**src/rtl/core/lstb_pkg.sv**
```systemverilog
package lstb_pkg;

  localparam int unsigned CMD_W   = 3;
  localparam int unsigned SLOT_W  = 4;
  localparam int unsigned TURN_W  = 6;
  localparam int unsigned TICK_W  = 16;
  localparam int unsigned CCNT_W  = 5;
  localparam int unsigned CFG_IDX_W  = 2;
  localparam int unsigned CFG_DATA_W = 16;

  // command codes on cmd_i
  localparam logic [CMD_W-1:0] CMD_TICK     = 3'd0;
  localparam logic [CMD_W-1:0] CMD_UPDATE   = 3'd1;
  localparam logic [CMD_W-1:0] CMD_REPORT   = 3'd2;
  localparam logic [CMD_W-1:0] CMD_ANNOUNCE = 3'd3;
  localparam logic [CMD_W-1:0] CMD_START    = 3'd4;
  localparam logic [CMD_W-1:0] CMD_RESYNC   = 3'd5;

  // configuration register indexes
  localparam logic [CFG_IDX_W-1:0] CFG_ENABLE = 2'd0;
  localparam logic [CFG_IDX_W-1:0] CFG_ROLE   = 2'd1;
  localparam logic [CFG_IDX_W-1:0] CFG_LIMIT  = 2'd2;
  localparam logic [CFG_IDX_W-1:0] CFG_COUNT  = 2'd3;

  localparam logic [TICK_W-1:0] LIMIT_RESET = 16'd200;
  localparam logic [CCNT_W-1:0] COUNT_RESET = 5'd1;

  localparam logic ROLE_SERVER = 1'b0;

  typedef enum logic [2:0] {
    OP_TICK,
    OP_UPDATE,
    OP_REPORT,
    OP_ANNOUNCE,
    OP_START,
    OP_RESYNC,
    OP_NOP
  } lstb_op_e;

  typedef struct packed {
    lstb_op_e            op;
    logic                paused;
    logic [SLOT_W-1:0]   slot;
    logic [TURN_W-1:0]   turn_value;
  } lstb_item_t;

  typedef struct packed {
    logic                valid;
    logic                update_allowed;
    logic [TURN_W-1:0]   turn_now;
    logic [TURN_W-1:0]   server_done_turn;
    logic                all_ready;
    logic                turn_report;
  } lstb_res_t;

endpackage

```
**src/rtl/core/lstb_front.sv**
```systemverilog
module lstb_front #(
  parameter int unsigned MAX_CLIENTS = 16
) (
  input  logic                       clk_i,
  input  logic                       rst_ni,
  input  logic                       accept_i,
  input  logic                       lockstep_en_i,
  input  logic [lstb_pkg::CMD_W-1:0] cmd_i,
  input  logic                       paused_i,
  input  logic [lstb_pkg::SLOT_W-1:0] client_slot_i,
  input  logic [lstb_pkg::TURN_W-1:0] turn_value_i,
  output logic                       push_o,
  output lstb_pkg::lstb_item_t       item_o
);
  import lstb_pkg::*;

  lstb_op_e op;
  logic     slot_ok;

  // registered push keeps the decode off the queue write path
  logic       push_q;
  lstb_item_t item_q, item_d;

  assign slot_ok = 32'(client_slot_i) < 32'(MAX_CLIENTS);

  // with lockstep off only update requests do anything
  always_comb begin
    op = OP_NOP;
    case (cmd_i)
      CMD_UPDATE:   op = OP_UPDATE;
      CMD_TICK:     op = lockstep_en_i ? OP_TICK : OP_NOP;
      CMD_REPORT:   op = (lockstep_en_i && slot_ok) ? OP_REPORT : OP_NOP;
      CMD_ANNOUNCE: op = lockstep_en_i ? OP_ANNOUNCE : OP_NOP;
      CMD_START:    op = lockstep_en_i ? OP_START : OP_NOP;
      CMD_RESYNC:   op = lockstep_en_i ? OP_RESYNC : OP_NOP;
      default:      op = OP_NOP;
    endcase
  end

  always_comb begin
    item_d.op         = op;
    item_d.paused     = paused_i;
    item_d.slot       = client_slot_i;
    item_d.turn_value = turn_value_i;
  end

  always_ff @(posedge clk_i or negedge rst_ni) begin
    if (!rst_ni) begin
      push_q <= 1'b0;
    end else begin
      push_q <= accept_i;
    end
  end

  always_ff @(posedge clk_i) begin
    if (accept_i) begin
      item_q <= item_d;
    end
  end

  assign push_o = push_q;
  assign item_o = item_q;

endmodule

```
**src/rtl/core/lstb_queue.sv**
```systemverilog
module lstb_queue #(
  parameter int unsigned WIDTH = 8
) (
  input  logic             clk_i,
  input  logic             rst_ni,
  input  logic             push_i,
  input  logic [WIDTH-1:0] data_i,
  input  logic             pop_i,
  output logic             valid_o,
  output logic [WIDTH-1:0] data_o,
  output logic             full_o
);

  localparam int unsigned DEPTH = 2;

  logic [WIDTH-1:0] mem_q [DEPTH];
  logic             wr_ptr_q, wr_ptr_d;
  logic             rd_ptr_q, rd_ptr_d;
  logic [1:0]       count_q, count_d;

  always_comb begin
    wr_ptr_d = push_i ? ~wr_ptr_q : wr_ptr_q;
    rd_ptr_d = pop_i ? ~rd_ptr_q : rd_ptr_q;
    count_d  = count_q;
    if (push_i && !pop_i) begin
      count_d = count_q + 2'd1;
    end else if (pop_i && !push_i) begin
      count_d = count_q - 2'd1;
    end
  end

  always_ff @(posedge clk_i or negedge rst_ni) begin
    if (!rst_ni) begin
      wr_ptr_q <= 1'b0;
      rd_ptr_q <= 1'b0;
      count_q  <= 2'd0;
    end else begin
      wr_ptr_q <= wr_ptr_d;
      rd_ptr_q <= rd_ptr_d;
      count_q  <= count_d;
    end
  end

  always_ff @(posedge clk_i) begin
    if (push_i) begin
      mem_q[wr_ptr_q] <= data_i;
    end
  end

  assign valid_o = count_q != 2'd0;
  assign full_o  = count_q == 2'(DEPTH);
  assign data_o  = mem_q[rd_ptr_q];

endmodule

```
**src/rtl/core/lstb_back.sv**
```systemverilog
module lstb_back #(
  parameter int unsigned MAX_CLIENTS      = 16,
  parameter int unsigned UPDATES_PER_TURN = 6,
  parameter int unsigned TURN_FIRST       = 3,
  parameter int unsigned TURN_LAST        = 50
) (
  input  logic                            clk_i,
  input  logic                            rst_ni,
  input  logic                            cfg_we_i,
  input  logic [lstb_pkg::CFG_IDX_W-1:0]  cfg_idx_i,
  input  logic [lstb_pkg::CFG_DATA_W-1:0] cfg_data_i,
  input  logic                            item_valid_i,
  input  lstb_pkg::lstb_item_t            item_i,
  output logic                            item_pop_o,
  output logic                            lockstep_en_o,
  output lstb_pkg::lstb_res_t             res_o
);
  import lstb_pkg::*;

  localparam int unsigned IDX_W = (MAX_CLIENTS > 1) ? $clog2(MAX_CLIENTS) : 1;
  localparam int unsigned SW    = (IDX_W > SLOT_W) ? IDX_W : SLOT_W;
  localparam int unsigned UPD_W = $clog2(UPDATES_PER_TURN + 1);
  localparam logic [UPD_W-1:0]  UPD_MAX = UPD_W'(UPDATES_PER_TURN);
  localparam logic [TURN_W-1:0] T_FIRST = TURN_W'(TURN_FIRST);
  localparam logic [TURN_W-1:0] T_LAST  = TURN_W'(TURN_LAST);

  localparam logic ST_IDLE = 1'b0;
  localparam logic ST_SCAN = 1'b1;

  // configuration
  logic                en_q, en_d;
  logic                role_q, role_d;
  logic [TICK_W-1:0]   limit_q, limit_d;
  logic [CCNT_W-1:0]   ccount_q, ccount_d;

  // turn state
  logic [TURN_W-1:0]   turn_q, turn_d;
  logic                run_q, run_d;
  logic [TICK_W-1:0]   ticks_q, ticks_d;
  logic [UPD_W-1:0]    upd_q, upd_d;
  logic [TURN_W-1:0]   sd_q, sd_d;
  logic [TURN_W-1:0]   table_q [MAX_CLIENTS];
  logic [TURN_W-1:0]   table_d [MAX_CLIENTS];

  // sequencer
  logic                state_q, state_d;
  logic [IDX_W-1:0]    idx_q, idx_d;
  logic                all_q, all_d;
  lstb_res_t           res_q, res_d;

  logic [TICK_W-1:0]   ticks_inc;
  logic [TURN_W-1:0]   nxt_turn;
  logic [SW-1:0]       slot_w;
  logic [IDX_W-1:0]    slot_idx;
  logic [31:0]         n_clients;
  logic                pop, emit, do_next, is_upd, grant, fin, srv_p, cli_p, all_now;

  assign pop       = (state_q == ST_IDLE) && item_valid_i;
  assign ticks_inc = (run_q && (ticks_q != '1)) ? ticks_q + 1'b1 : ticks_q;
  assign nxt_turn  = (turn_q < T_LAST) ? turn_q + 1'b1 : T_FIRST;
  assign slot_w    = SW'(item_i.slot);
  assign slot_idx  = slot_w[IDX_W-1:0];
  assign n_clients = (32'(ccount_q) > 32'(MAX_CLIENTS)) ? 32'(MAX_CLIENTS) : 32'(ccount_q);
  assign fin       = run_q && (ticks_inc >= limit_q) && (upd_q == UPD_MAX) &&
                     (sd_q != turn_q);
  assign all_now   = all_q && (table_q[idx_q] == turn_q);

  always_comb begin
    en_d     = en_q;
    role_d   = role_q;
    limit_d  = limit_q;
    ccount_d = ccount_q;
    turn_d   = turn_q;
    run_d    = run_q;
    ticks_d  = ticks_q;
    upd_d    = upd_q;
    sd_d     = sd_q;
    table_d  = table_q;
    state_d  = state_q;
    idx_d    = idx_q;
    all_d    = all_q;
    emit     = 1'b0;
    do_next  = 1'b0;
    is_upd   = 1'b0;
    grant    = 1'b0;
    srv_p    = 1'b0;
    cli_p    = 1'b0;

    if (cfg_we_i) begin
      case (cfg_idx_i)
        CFG_ENABLE: en_d     = cfg_data_i[0];
        CFG_ROLE:   role_d   = cfg_data_i[0];
        CFG_LIMIT:  limit_d  = cfg_data_i[TICK_W-1:0];
        CFG_COUNT:  ccount_d = cfg_data_i[CCNT_W-1:0];
        default:    ;
      endcase
    end

    case (state_q)
      ST_IDLE: begin
        if (pop) begin
          emit = 1'b1;
          case (item_i.op)
            OP_UPDATE: begin
              is_upd = 1'b1;
              grant  = !en_q || (upd_q < UPD_MAX);
              if (grant && en_q) begin
                upd_d = upd_q + 1'b1;
              end
            end
            OP_REPORT:   table_d[slot_idx] = item_i.turn_value;
            OP_ANNOUNCE: sd_d = item_i.turn_value;
            OP_START: begin
              run_d   = 1'b1;
              ticks_d = '0;
            end
            OP_RESYNC: begin
              run_d   = 1'b0;
              ticks_d = '0;
              turn_d  = T_FIRST;
              sd_d    = '0;
              upd_d   = '0;
              limit_d = LIMIT_RESET;
            end
            OP_TICK: begin
              ticks_d = ticks_inc;
              if (role_q == ROLE_SERVER) begin
                if (!item_i.paused) begin
                  if (fin) begin
                    run_d      = 1'b0;
                    ticks_d    = '0;
                    table_d[0] = turn_q;
                  end
                  if (!(run_q && !fin) && (sd_q != turn_q)) begin
                    if (n_clients == 32'd0) begin
                      sd_d    = turn_q;
                      srv_p   = 1'b1;
                      do_next = 1'b1;
                    end else begin
                      // walk the client table, one entry a cycle
                      state_d = ST_SCAN;
                      idx_d   = '0;
                      all_d   = 1'b1;
                      emit    = 1'b0;
                    end
                  end else if (sd_q == turn_q) begin
                    do_next = 1'b1;
                  end
                end
              end else begin
                if (fin) begin
                  run_d   = 1'b0;
                  ticks_d = '0;
                  cli_p   = 1'b1;
                end
                if (sd_q == turn_q) begin
                  do_next = 1'b1;
                end
              end
            end
            default: ;
          endcase
        end
      end
      ST_SCAN: begin
        if (32'(idx_q) + 32'd1 == n_clients) begin
          emit    = 1'b1;
          state_d = ST_IDLE;
          if (all_now) begin
            sd_d    = turn_q;
            srv_p   = 1'b1;
            do_next = 1'b1;
          end
        end else begin
          idx_d = idx_q + 1'b1;
          all_d = all_now;
        end
      end
      default: state_d = ST_IDLE;
    endcase

    if (do_next) begin
      turn_d  = nxt_turn;
      upd_d   = '0;
      run_d   = 1'b1;
      ticks_d = '0;
    end

    res_d                  = res_q;
    res_d.valid            = emit;
    res_d.update_allowed   = is_upd ? grant : (!en_q || (upd_d < UPD_MAX));
    res_d.turn_now         = turn_d;
    res_d.server_done_turn = sd_d;
    res_d.all_ready        = srv_p;
    res_d.turn_report      = cli_p;
  end

  always_ff @(posedge clk_i or negedge rst_ni) begin
    if (!rst_ni) begin
      en_q      <= 1'b1;
      role_q    <= ROLE_SERVER;
      limit_q   <= LIMIT_RESET;
      ccount_q  <= COUNT_RESET;
      turn_q    <= T_FIRST;
      run_q     <= 1'b0;
      ticks_q   <= '0;
      upd_q     <= '0;
      sd_q      <= '0;
      for (int i = 0; i < int'(MAX_CLIENTS); i++) begin
        table_q[i] <= '0;
      end
      state_q   <= ST_IDLE;
      idx_q     <= '0;
      all_q     <= 1'b0;
      res_q     <= '0;
    end else begin
      en_q      <= en_d;
      role_q    <= role_d;
      limit_q   <= limit_d;
      ccount_q  <= ccount_d;
      turn_q    <= turn_d;
      run_q     <= run_d;
      ticks_q   <= ticks_d;
      upd_q     <= upd_d;
      sd_q      <= sd_d;
      table_q   <= table_d;
      state_q   <= state_d;
      idx_q     <= idx_d;
      all_q     <= all_d;
      res_q     <= res_d;
    end
  end

  assign item_pop_o    = pop;
  assign lockstep_en_o = en_q;
  assign res_o         = res_q;

endmodule

```
**src/rtl/core/lockstep_turn_barrier_unit.sv**
```systemverilog
// Lockstep turn barrier. A command is transferred at a rising edge with start high and busy
// low; every command gives exactly one result, shown for one cycle with result_valid_o high.
// The receiver cannot stall, so results must be taken as they come. When nothing is ahead
// of it, a command passes the decode register, the queue and execute on its way to its
// result. Back to back, a command can be transferred while earlier ones are in flight, but
// busy is high for a cycle whenever two commands wait ahead of the execute stage. A server
// tick that has to check the client table holds the execute stage while it reads each of
// the min(client_count, MAX_CLIENTS) table entries in use, one entry a cycle. While that
// scan runs, up to two further commands wait in the decode register and the queue; busy
// stays high while two are waiting. Configuration writes take effect at once and belong in
// idle periods.
// Reset leaves: lockstep on, server role, turn limit 200, one client, turn TURN_FIRST.
module lockstep_turn_barrier_unit #(
  parameter int unsigned MAX_CLIENTS      = 16,
  parameter int unsigned UPDATES_PER_TURN = 6,
  parameter int unsigned TURN_FIRST       = 3,
  parameter int unsigned TURN_LAST        = 50
) (
  input  logic                            clk_i,
  input  logic                            rst_ni,
  // configuration write port
  input  logic                            cfg_we_i,
  input  logic [lstb_pkg::CFG_IDX_W-1:0]  cfg_idx_i,
  input  logic [lstb_pkg::CFG_DATA_W-1:0] cfg_data_i,
  // command side
  input  logic                            start,
  output logic                            busy,
  input  logic [lstb_pkg::CMD_W-1:0]      cmd_i,
  input  logic                            paused_i,
  input  logic [lstb_pkg::SLOT_W-1:0]     client_slot_i,
  input  logic [lstb_pkg::TURN_W-1:0]     turn_value_i,
  // result side
  output logic                            result_valid_o,
  output logic                            update_allowed_o,
  output logic [lstb_pkg::TURN_W-1:0]     turn_now_o,
  output logic [lstb_pkg::TURN_W-1:0]     server_done_turn_o,
  output logic                            all_ready_o,
  output logic                            turn_report_o
);
  import lstb_pkg::*;

  localparam int unsigned ITEM_W = $bits(lstb_item_t);

  logic       accept;
  logic       push;
  lstb_item_t front_item;
  logic       q_valid, q_full, pop, lockstep_en;
  logic [ITEM_W-1:0] q_data;
  lstb_item_t back_item;
  lstb_res_t  res;

  // The decode register plus one in-flight slot: hold busy while the queue could overflow.
  logic [1:0] inflight_q, inflight_d;

  assign accept = start && !busy;

  always_comb begin
    inflight_d = inflight_q;
    if (accept && !pop) begin
      inflight_d = inflight_q + 2'd1;
    end else if (pop && !accept) begin
      inflight_d = inflight_q - 2'd1;
    end
  end

  always_ff @(posedge clk_i or negedge rst_ni) begin
    if (!rst_ni) begin
      inflight_q <= 2'd0;
    end else begin
      inflight_q <= inflight_d;
    end
  end

  // counts commands in decode plus queue; the queue holds two
  assign busy = (inflight_q == 2'd2) || q_full;

  // front: decode and classify the command
  lstb_front #(
    .MAX_CLIENTS(MAX_CLIENTS)
  ) u_front (
    .clk_i         (clk_i),
    .rst_ni        (rst_ni),
    .accept_i      (accept),
    .lockstep_en_i (lockstep_en),
    .cmd_i         (cmd_i),
    .paused_i      (paused_i),
    .client_slot_i (client_slot_i),
    .turn_value_i  (turn_value_i),
    .push_o        (push),
    .item_o        (front_item)
  );

  lstb_queue #(
    .WIDTH(ITEM_W)
  ) u_queue (
    .clk_i   (clk_i),
    .rst_ni  (rst_ni),
    .push_i  (push),
    .data_i  (front_item),
    .pop_i   (pop),
    .valid_o (q_valid),
    .data_o  (q_data),
    .full_o  (q_full)
  );

  assign back_item = lstb_item_t'(q_data);

  // back: turn state, client table and the table scan
  lstb_back #(
    .MAX_CLIENTS      (MAX_CLIENTS),
    .UPDATES_PER_TURN (UPDATES_PER_TURN),
    .TURN_FIRST       (TURN_FIRST),
    .TURN_LAST        (TURN_LAST)
  ) u_back (
    .clk_i         (clk_i),
    .rst_ni        (rst_ni),
    .cfg_we_i      (cfg_we_i),
    .cfg_idx_i     (cfg_idx_i),
    .cfg_data_i    (cfg_data_i),
    .item_valid_i  (q_valid),
    .item_i        (back_item),
    .item_pop_o    (pop),
    .lockstep_en_o (lockstep_en),
    .res_o         (res)
  );

  assign result_valid_o     = res.valid;
  assign update_allowed_o   = res.update_allowed;
  assign turn_now_o         = res.turn_now;
  assign server_done_turn_o = res.server_done_turn;
  assign all_ready_o        = res.all_ready;
  assign turn_report_o      = res.turn_report;

endmodule

```
**config.mk**
```make
export PLATFORM = sky130hd
export DESIGN_NAME = lockstep_turn_barrier_unit
export DESIGN_NICKNAME = d
export VERILOG_FILES = /design/src/rtl/core/lstb_pkg.sv /design/src/rtl/core/lstb_front.sv /design/src/rtl/core/lstb_queue.sv /design/src/rtl/core/lstb_back.sv /design/src/rtl/core/lockstep_turn_barrier_unit.sv
export SDC_FILE = /design/constraint.sdc
export NUM_CORES = 1
export LEC_CHECK = 0
export ABC_AREA = 1
export ABC_CLOCK_PERIOD_IN_PS = 3100
export BUFFER_PORTS_ARGS = -buffer_cell sky130_fd_sc_hd__buf_2
export CAP_MARGIN = 20
export CORE_MARGIN = 1
export CORE_UTILIZATION = 30
export DETAILED_ROUTE_END_ITERATION = 16
export PLACE_DENSITY_LB_ADDON = 0.05
export SLEW_MARGIN = 15
export SYNTH_ARGS = -nofsm -noshare
export SYNTH_HDL_FRONTEND = slang
export SYNTH_SLANG_ARGS = --single-unit
```
**constraint.sdc**
```tcl
create_clock -name clk_i -period 3.1 [get_ports clk_i]
set_clock_uncertainty 0.05 [all_clocks]
set_input_delay 0.93 -clock clk_i [delete_from_list [all_inputs] [get_ports clk_i]]
set_output_delay 0.93 -clock clk_i [all_outputs]
set_load 0.01 [all_outputs]
```
Yosys cells after proc, flatten, opt, wreduce, memory -nomap -nowiden:

Memory sizes are Yosys's and may differ from the RTL's.
Cells that the tools add are included.
W data, S select, Z words.

* flip-flop bits (word level): 188
* latch bits: 0
* RAM bits: 28
* ROM bits: 0
* bits of input ports: 36
* output and inout port bits: 17
* memories: 1

Memory list
* u_queue.mem_q: depth 2, width 14, rd ports 1, clocked after memory_dff 0, wr ports 1, RTL line lstb_queue.sv:16 `logic [WIDTH-1:0] mem_q [DEPTH];`

* add/subtract/negate cells: 9
* multipliers: 0
* div/mod/pow operators: 0
* magnitude comparators: 8
* equal/unequal tests: 40
* shift-type cells: 0
* mux-type cells: 121
* bitwise logic cells: 5
* reductions and logical operators: 46

Operators by type and width (count)
* $mux W16: 12
* $mux W6: 18
* $bwmux W96: 1
* $mux W1: 54
* $eq A32 B32 Y1: 1
* $logic_not A32 Y1: 1
* $pmux W16 S2: 1
* $mux W4: 7
* $bmux W6 S4: 1
* $demux W6 S4: 1
* $ne A2 B2 Y1 const B: 12
* $pmux W6 S2: 2
* $mux W3: 7
* $pmux W3 S6: 1
* $pmux W6 S3: 1
* $add A16 B1 Y16 const B: 1
* $ge A16 B16 Y1: 1
* $ne A16 B16 Y1 const B: 1
* $eq A3 B3 Y1 const B: 5
* $logic_and A1 B1 Y1: 15
* $eq A3 B2 Y1 const B: 4
* $eq A6 B6 Y1: 2
* $mux W2: 6
* $ne A3 B3 Y1 const B: 4
* 38 further kinds: 70

Depth between registers and ports, before layout:

* depth in word-level cells: 21
* gate-level depth with buffers: 25

Cells and area by module:

From an unflattened synthesis, not the netlist that was laid out.

* cell total of the unflattened synthesis: 1286
* area, all modules: 10800.4 sq um

By module, submodules not included
* lstb_back: instances 1, cells each 1168, area an instance 8893.5 sq um, sequential area each 4087.7 sq um
* lstb_queue: instances 1, cells each 69, area an instance 1270.0 sq um, sequential area each 940.9 sq um
* lstb_front: instances 1, cells each 27, area an instance 494.2 sq um, sequential area each 445.4 sq um
* lockstep_turn_barrier_unit: instances 1, cells each 22, area an instance 142.6 sq um, sequential area each 50.0 sq um

Worst setup path before layout:

OpenSTA, ideal clock, no wires.

* path kind: register to register
* start point: reg u_back.ticks_q[0]
* end point: reg u_back.sd_q[5]
* arrival: 3.040 ns
* required time: 2.928 ns
* setup slack: -0.112 ns
* cell stages (with the launch flop): 22
* path buffers: 0
* period minus slack after synthesis: 3.212 ns
* cell sequence: dfrtp_1 -> ha_1 -> inv_1 -> nor2_1 -> nand3_1 -> nand2_1 -> clkinv_1 -> nand2_1 -> xor2_1 -> inv_1 -> ha_1 -> nand4_1 -> nor3_1 -> nand3_1 -> nand3_1 -> nand2_2 -> nand2_1 -> nand3_1 -> a21oi_2 -> nand2_2 -> nand2_1 -> o21ai_1

* cells in the longest elaborated chain, start to end: 13

RTL lines
* from (decl): RTL line lstb_back.sv:39 `logic [TICK_W-1:0] ticks_q, ticks_d;`
* from (signal assigned): RTL line lstb_back.sv:223 `ticks_q <= ticks_d;`
* branches (longest 2 deep; another with $add A16 B1 Y16)
* $mux W16 *: RTL line lstb_back.sv:59 `assign ticks_inc = (run_q && (ticks_q != '1)) ? ticks_q + 1'b1 : ticks_q;`
* $ge A16 B16 Y1 *: RTL line lstb_back.sv:64 `assign fin = run_q && (ticks_inc >= limit_q) && (upd_q == UPD_MAX) &&`
* $logic_and A1 B1 Y1 * (3 in series): RTL line lstb_back.sv:64
* $logic_not A1 Y1 *: RTL line lstb_back.sv:134 `if (!(run_q && !fin) && (sd_q != turn_q)) begin`
* $logic_and A1 B1 Y1 *: RTL line lstb_back.sv:134
* $logic_not A1 Y1 *: RTL line lstb_back.sv:134
* $logic_and A1 B1 Y1 *: RTL line lstb_back.sv:134
* $ne A3 B3 Y1 (no source line) *
* $reduce_and A8 Y1 (no source line) *
* to (signal assigned): RTL line lstb_back.sv:208 `sd_q <= '0;`
* to (signal assigned): RTL line lstb_back.sv:225 `sd_q <= sd_d;`
* to (decl): RTL line lstb_back.sv:41 `logic [TURN_W-1:0] sd_q, sd_d;`

Mark *: on every way between the ends.
A chain may end at the register's enable or synchronous reset.

==> metrics.txt <==
# TYPE chip_impl_metric gauge
chip_impl_metric{name="synthesis.yosys.warnings",unit=""} 0
chip_impl_metric{name="synth_seq_area_share",unit=""} 0.494
chip_impl_info{name="startpoint_type",value="flop"} 1
chip_impl_metric{name="overflow",unit=""} 0
chip_impl_metric{name="vias_in_the_first_global_route",unit=""} 9209
chip_impl_metric{name="die-area",unit="um^2"} 38100
chip_impl_metric{name="globalplace.congestion",unit=""} 0.787
chip_impl_info{name="result_of_the_run",value="finished, violations left"} 1
chip_impl_metric{name="synth_nets",unit=""} 1435
chip_impl_metric{name="power_density",unit="nW/um^2"} 953
chip_impl_metric{name="grt_first_pass_wirelength",unit="um"} 52800
chip_impl_metric{name="postSynthRegisterBits",unit=""} 212
chip_impl_metric{name="worstPathMaxFanout",unit=""} 5
chip_impl_metric{name="via_per_inst",unit=""} 4.59
chip_impl_metric{name="max-vdd-ir-drop",unit="mV"} 0.404
chip_impl_metric{name="post-route-min-period",unit="ns"} 3.24
chip_impl_metric{name="drt-total-wl",unit="um"} 33000
chip_impl_metric{name="utilization",unit=""} 0.388
chip_impl_metric{name="tightestPinTransition",unit="ns"} 1.19
chip_impl_metric{name="synth_edf_count",unit=""} 42
chip_impl_info{name="hold_path_class",value="in2async"} 1
chip_impl_metric{name="fin_nets",unit=""} 1565
chip_impl_metric{name="die_x",unit="um"} 195
chip_impl_metric{name="grt_use_total",unit=""} 0.178
chip_impl_metric{name="hold_violations",unit=""} 0
chip_impl_info{name="path_class",value="reg2reg"} 1
chip_impl_metric{name="clk_latency",unit="ns"} 0.57
chip_impl_metric{name="core-area",unit="um^2"} 36700
chip_impl_metric{name="initial_antenna_violation_count",unit=""} 0
chip_impl_info{name="setup_repair_after_global_routing_missed_its_margin",value="yes"} 1
chip_impl_info{name="tritoncts",value="built"} 1
chip_impl_info{name="violations_in_the_final_reports",value="negative setup slack"} 1
chip_impl_info{name="predominant_post_synthesis_flop_cell",value="sky130_fd_sc_hd__dfrtp_1"} 1
chip_impl_metric{name="io_pins",unit=""} 53
chip_impl_metric{name="io_buffers",unit=""} 52
chip_impl_metric{name="h-tree-depth",unit=""} 1
chip_impl_metric{name="placed_wire_length_estimate_after_detailed_placement",unit="um"} 22900
chip_impl_metric{name="required",unit="ns"} 3.54
chip_impl_metric{name="synthesis.instances",unit=""} 1376
chip_impl_metric{name="dr.pass1.iters",unit=""} 5
chip_impl_metric{name="worst_slew_margin_rel",unit=""} 0.196
chip_impl_metric{name="reg2reg_depth",unit=""} 21
chip_impl_metric{name="antenna_violating_nets_post_route",unit=""} 0
chip_impl_metric{name="setup_viol",unit=""} 46
chip_impl_metric{name="grt_max_degree",unit=""} 55
chip_impl_metric{name="vias",unit=""} 9148
chip_impl_metric{name="drt-wirelength-per-cell",unit="um"} 16.6
chip_impl_metric{name="die_height",unit="um"} 195
chip_impl_metric{name="initialDrtViolationCount",unit=""} 484
chip_impl_metric{name="synthesis.area_per_instance",unit="um^2"} 8.13
chip_impl_metric{name="detail_route.drc_violations",unit=""} 0
chip_impl_metric{name="cts.hold.buffers_added",unit=""} 0
chip_impl_metric{name="rows",unit=""} 70
chip_impl_metric{name="cp_arrival",unit="ns"} 3.68
chip_impl_metric{name="cts_max_path_buffers",unit=""} 3
chip_impl_metric{name="fin_tns_setup",unit="ns"} -3.35
chip_impl_metric{name="timing_max_transition_violations_final",unit=""} 0
chip_impl_metric{name="mappedNetlistArea",unit="um^2"} 11200
chip_impl_metric{name="hold-worst-slack",unit="ns"} 0.277
chip_impl_metric{name="worst_path_clk_slew",unit="ns"} 0.06
chip_impl_metric{name="diodes",unit=""} 0
chip_impl_metric{name="drive_gt1_frac",unit=""} 0.243
chip_impl_metric{name="initial_utilization",unit=""} 0.305
chip_impl_metric{name="max-cap-violations",unit=""} 0
chip_impl_metric{name="achievable-frequency",unit="GHz"} 0.308
chip_impl_metric{name="fin_total_pwr",unit="uW"} 13600
chip_impl_metric{name="final.setup.worst_slack",unit="ns"} -0.142
chip_impl_metric{name="cts-buffers-inserted",unit=""} 27
chip_impl_metric{name="finalCritPeriodShare",unit=""} 1.05
chip_impl_metric{name="flow.area_growth_from_synthesis",unit="%"} 27.4
chip_impl_metric{name="static-leakage-power",unit="uW"} 0.00657
chip_impl_info{name="clock-root-buffer",value="sky130_fd_sc_hd__clkbuf_16"} 1
chip_impl_metric{name="post_synth_num_cell_types",unit=""} 51
chip_impl_info{name="critPathCaptureType",value="flop"} 1
chip_impl_metric{name="clock-sinks",unit=""} 212
chip_impl_metric{name="synth_async_sr_flop_share",unit=""} 0.802
[kinds of logic (layout without fill, tap and decap cells)]
kind of cell / after synthesis / after routing / synth area share
flops: 212 / 212 / 0.494
mux: 2 / 2 / 0.00201
simple gates: 624 / 625 / 0.242
fa+ha+maj: 23 / 23 / 0.0257
xor+xnor: 34 / 34 / 0.0273
compound gates: 223 / 223 / 0.112
buf+inv: 258 / 407 / 0.0974
[Yosys cell counts (2+ instances only)]
cell / n / area, um^2
sky130_fd_sc_hd__nand2_1: 375 / 1410
sky130_fd_sc_hd__inv_1: 173 / 649
sky130_fd_sc_hd__dfrtp_1: 163 / 4080
sky130_fd_sc_hd__nand3_1: 110 / 551
sky130_fd_sc_hd__o21ai_0: 76 / 380
sky130_fd_sc_hd__nor2_1: 60 / 225
sky130_fd_sc_hd__o21ai_1: 59 / 295
sky130_fd_sc_hd__a21oi_1: 46 / 230
sky130_fd_sc_hd__edfxtp_1: 42 / 1260
sky130_fd_sc_hd__clkbuf_1: 33 / 124
sky130_fd_sc_hd__xor2_1: 29 / 254
sky130_fd_sc_hd__nand4_1: 25 / 156
sky130_fd_sc_hd__ha_1: 23 / 288
sky130_fd_sc_hd__buf_2: 16 / 80.1
sky130_fd_sc_hd__inv_2: 16 / 60.1
sky130_fd_sc_hd__o22ai_1: 15 / 93.8
sky130_fd_sc_hd__nor3_1: 14 / 70.1
sky130_fd_sc_hd__buf_4: 9 / 67.6
sky130_fd_sc_hd__buf_6: 9 / 101
sky130_fd_sc_hd__dfstp_2: 7 / 184
sky130_fd_sc_hd__nand2_2: 7 / 43.8
sky130_fd_sc_hd__o211ai_1: 7 / 52.6
sky130_fd_sc_hd__or2_0: 7 / 43.8
sky130_fd_sc_hd__o21ai_2: 6 / 52.6
sky130_fd_sc_hd__or2_1: 5 / 31.3
sky130_fd_sc_hd__nor4_1: 4 / 25.0
sky130_fd_sc_hd__or2_2: 4 / 25.0
sky130_fd_sc_hd__xnor2_1: 4 / 35.0
sky130_fd_sc_hd__a211oi_2: 2 / 25.0
sky130_fd_sc_hd__a31oi_1: 2 / 12.5
sky130_fd_sc_hd__clkinv_1: 2 / 7.51
sky130_fd_sc_hd__mux2_2: 2 / 22.5
sky130_fd_sc_hd__nand3_2: 2 / 20.0
sky130_fd_sc_hd__nor2_2: 2 / 12.5
sky130_fd_sc_hd__nor2_4: 2 / 22.5
sky130_fd_sc_hd__o2111ai_1: 2 / 17.5
sky130_fd_sc_hd__o21ai_4: 2 / 32.5
[what timing repair did]
| item | CTS | global route |
|---|---|---|
| pin swaps | 23 | 19 |
| endpoints found under the setup margin | 50 | 50 |
| setup buffers | 12 | 3 |
| gates resized for setup | 105 | 61 |
| cloned | 2 | 2 |
[state kept, by name, indices dropped and copies added (netlist names), 2 cells and up]
signal           flops
u_back.table_q      96
u_queue.mem_q       28
u_back.limit_q      16
u_back.ticks_q      16
u_front.item_o      14
u_back.res_o         7
u_back.sd_q          6
u_back.ccount_q      5
u_back.turn_q        5
u_back.idx_q         4
u_back.upd_q         3
inflight_q           2
u_queue.count_q      2
[worst max-delay path: stages, from the launching register on]
cell and delay, ns:
sky130_fd_sc_hd__dfrtp_1 0.44, sky130_fd_sc_hd__inv_1 0.10, sky130_fd_sc_hd__nor3_1 0.26, sky130_fd_sc_hd__buf_4 0.17, sky130_fd_sc_hd__nand3_1 0.10, sky130_fd_sc_hd__xor2_1 0.17, sky130_fd_sc_hd__a21oi_2 0.19, sky130_fd_sc_hd__ha_1 0.27
sky130_fd_sc_hd__nand2_1 0.07, sky130_fd_sc_hd__inv_1 0.03, sky130_fd_sc_hd__nor2_1 0.09, sky130_fd_sc_hd__o21ai_0 0.10, sky130_fd_sc_hd__a21oi_2 0.16, sky130_fd_sc_hd__nand3_4 0.12, sky130_fd_sc_hd__nand2_4 0.09, sky130_fd_sc_hd__nand2_4 0.07
sky130_fd_sc_hd__a21oi_4 0.19, sky130_fd_sc_hd__nand2_4 0.14, sky130_fd_sc_hd__buf_6 0.16, sky130_fd_sc_hd__nand2_8 0.08, sky130_fd_sc_hd__nand2_4 0.05, sky130_fd_sc_hd__o21ai_2 0.06
[layer usage]
layer / vias to the layer above / track usage / share of wire
met5: - / 0 / 0
met4: 0 / 0.0478 / 0.027
met3: 53 / 0.0216 / 0.027
met2: 109 / 0.291 / 0.45
met1: 4277 / 0.247 / 0.49
li1: 4709 / - / -
[cells in the final DEF, fill, tap and decap left out, types with 6 or more instances in the layout]
cell,n
sky130_fd_sc_hd__dfstp_2,7
sky130_fd_sc_hd__clkbuf_1,6
sky130_fd_sc_hd__o21ai_1,58
sky130_fd_sc_hd__nor2_4,18
sky130_fd_sc_hd__nand4_1,25
sky130_fd_sc_hd__nand3_1,102
sky130_fd_sc_hd__clkbuf_16,28
sky130_fd_sc_hd__nor3_1,7
sky130_fd_sc_hd__buf_6,10
sky130_fd_sc_hd__edfxtp_1,42
sky130_fd_sc_hd__o21ai_2,15
sky130_fd_sc_hd__xor2_1,26
sky130_fd_sc_hd__buf_2,51
sky130_fd_sc_hd__nand2_2,11
sky130_fd_sc_hd__dfrtp_1,161
sky130_fd_sc_hd__nand2_4,11
sky130_fd_sc_hd__o21ai_0,68
sky130_fd_sc_hd__buf_4,98
sky130_fd_sc_hd__ha_1,19
sky130_fd_sc_hd__a21oi_2,11
sky130_fd_sc_hd__nor2_1,42
sky130_fd_sc_hd__nand2_1,361
sky130_fd_sc_hd__inv_1,163
sky130_fd_sc_hd__inv_2,24
sky130_fd_sc_hd__nand3_2,7
sky130_fd_sc_hd__o22ai_2,8
sky130_fd_sc_hd__a21oi_1,35
sky130_fd_sc_hd__or2_0,7
sky130_fd_sc_hd__o211ai_1,7
[final timing paths]
kind	startpoint	to	slack (ns)
max in group asynchronous	rst_ni	u_back.turn_q[1]	1.93
hold reg to reg	u_front.item_o[5]	u_queue.mem_q[1][5]	0.40
setup / recovery	u_back.ticks_q[5]	u_back.res_o[8]	-0.14
hold / removal	rst_ni	u_back.table_q[33]	0.28
min in group clk_i	u_front.item_o[5]	u_queue.mem_q[1][5]	0.40
setup reg to reg	u_back.ticks_q[5]	u_back.res_o[8]	-0.14
[cell type report]
type	instances	area, um^2
inverters	191	727
repair buffers	167	1270
well taps	468	586
clock inverters	13	194
clock buffers	36	739
fillers	3843	22400
flip-flops and latches	212	5530
multi-input cells	907	5210
[metrics by stage]
| step | worst slack [ns] | area, um^2 | instances |
|---|---|---|---|
| floorplan | 0.0271 | 11200 | 1376 |
| finish | -0.142 | 14300 | 1994 |
| detailed placement | -0.454 | 12500 | 1926 |
| CTS | -0.158 | 13900 | 1989 |
| global route | -0.435 | 14300 | 1994 |
| global placement | -0.395 | 12500 | 1926 |
[report_power, final]
group          switching, uW  total (uW)  leakage [uW]  internal (uW)
logic                   3790        5960       0.00349           2170
clock network           1260        3340      0.000458           2080
registers                515        4280       0.00262           3760
No activity file was read; power rests on OpenSTA's default activity.
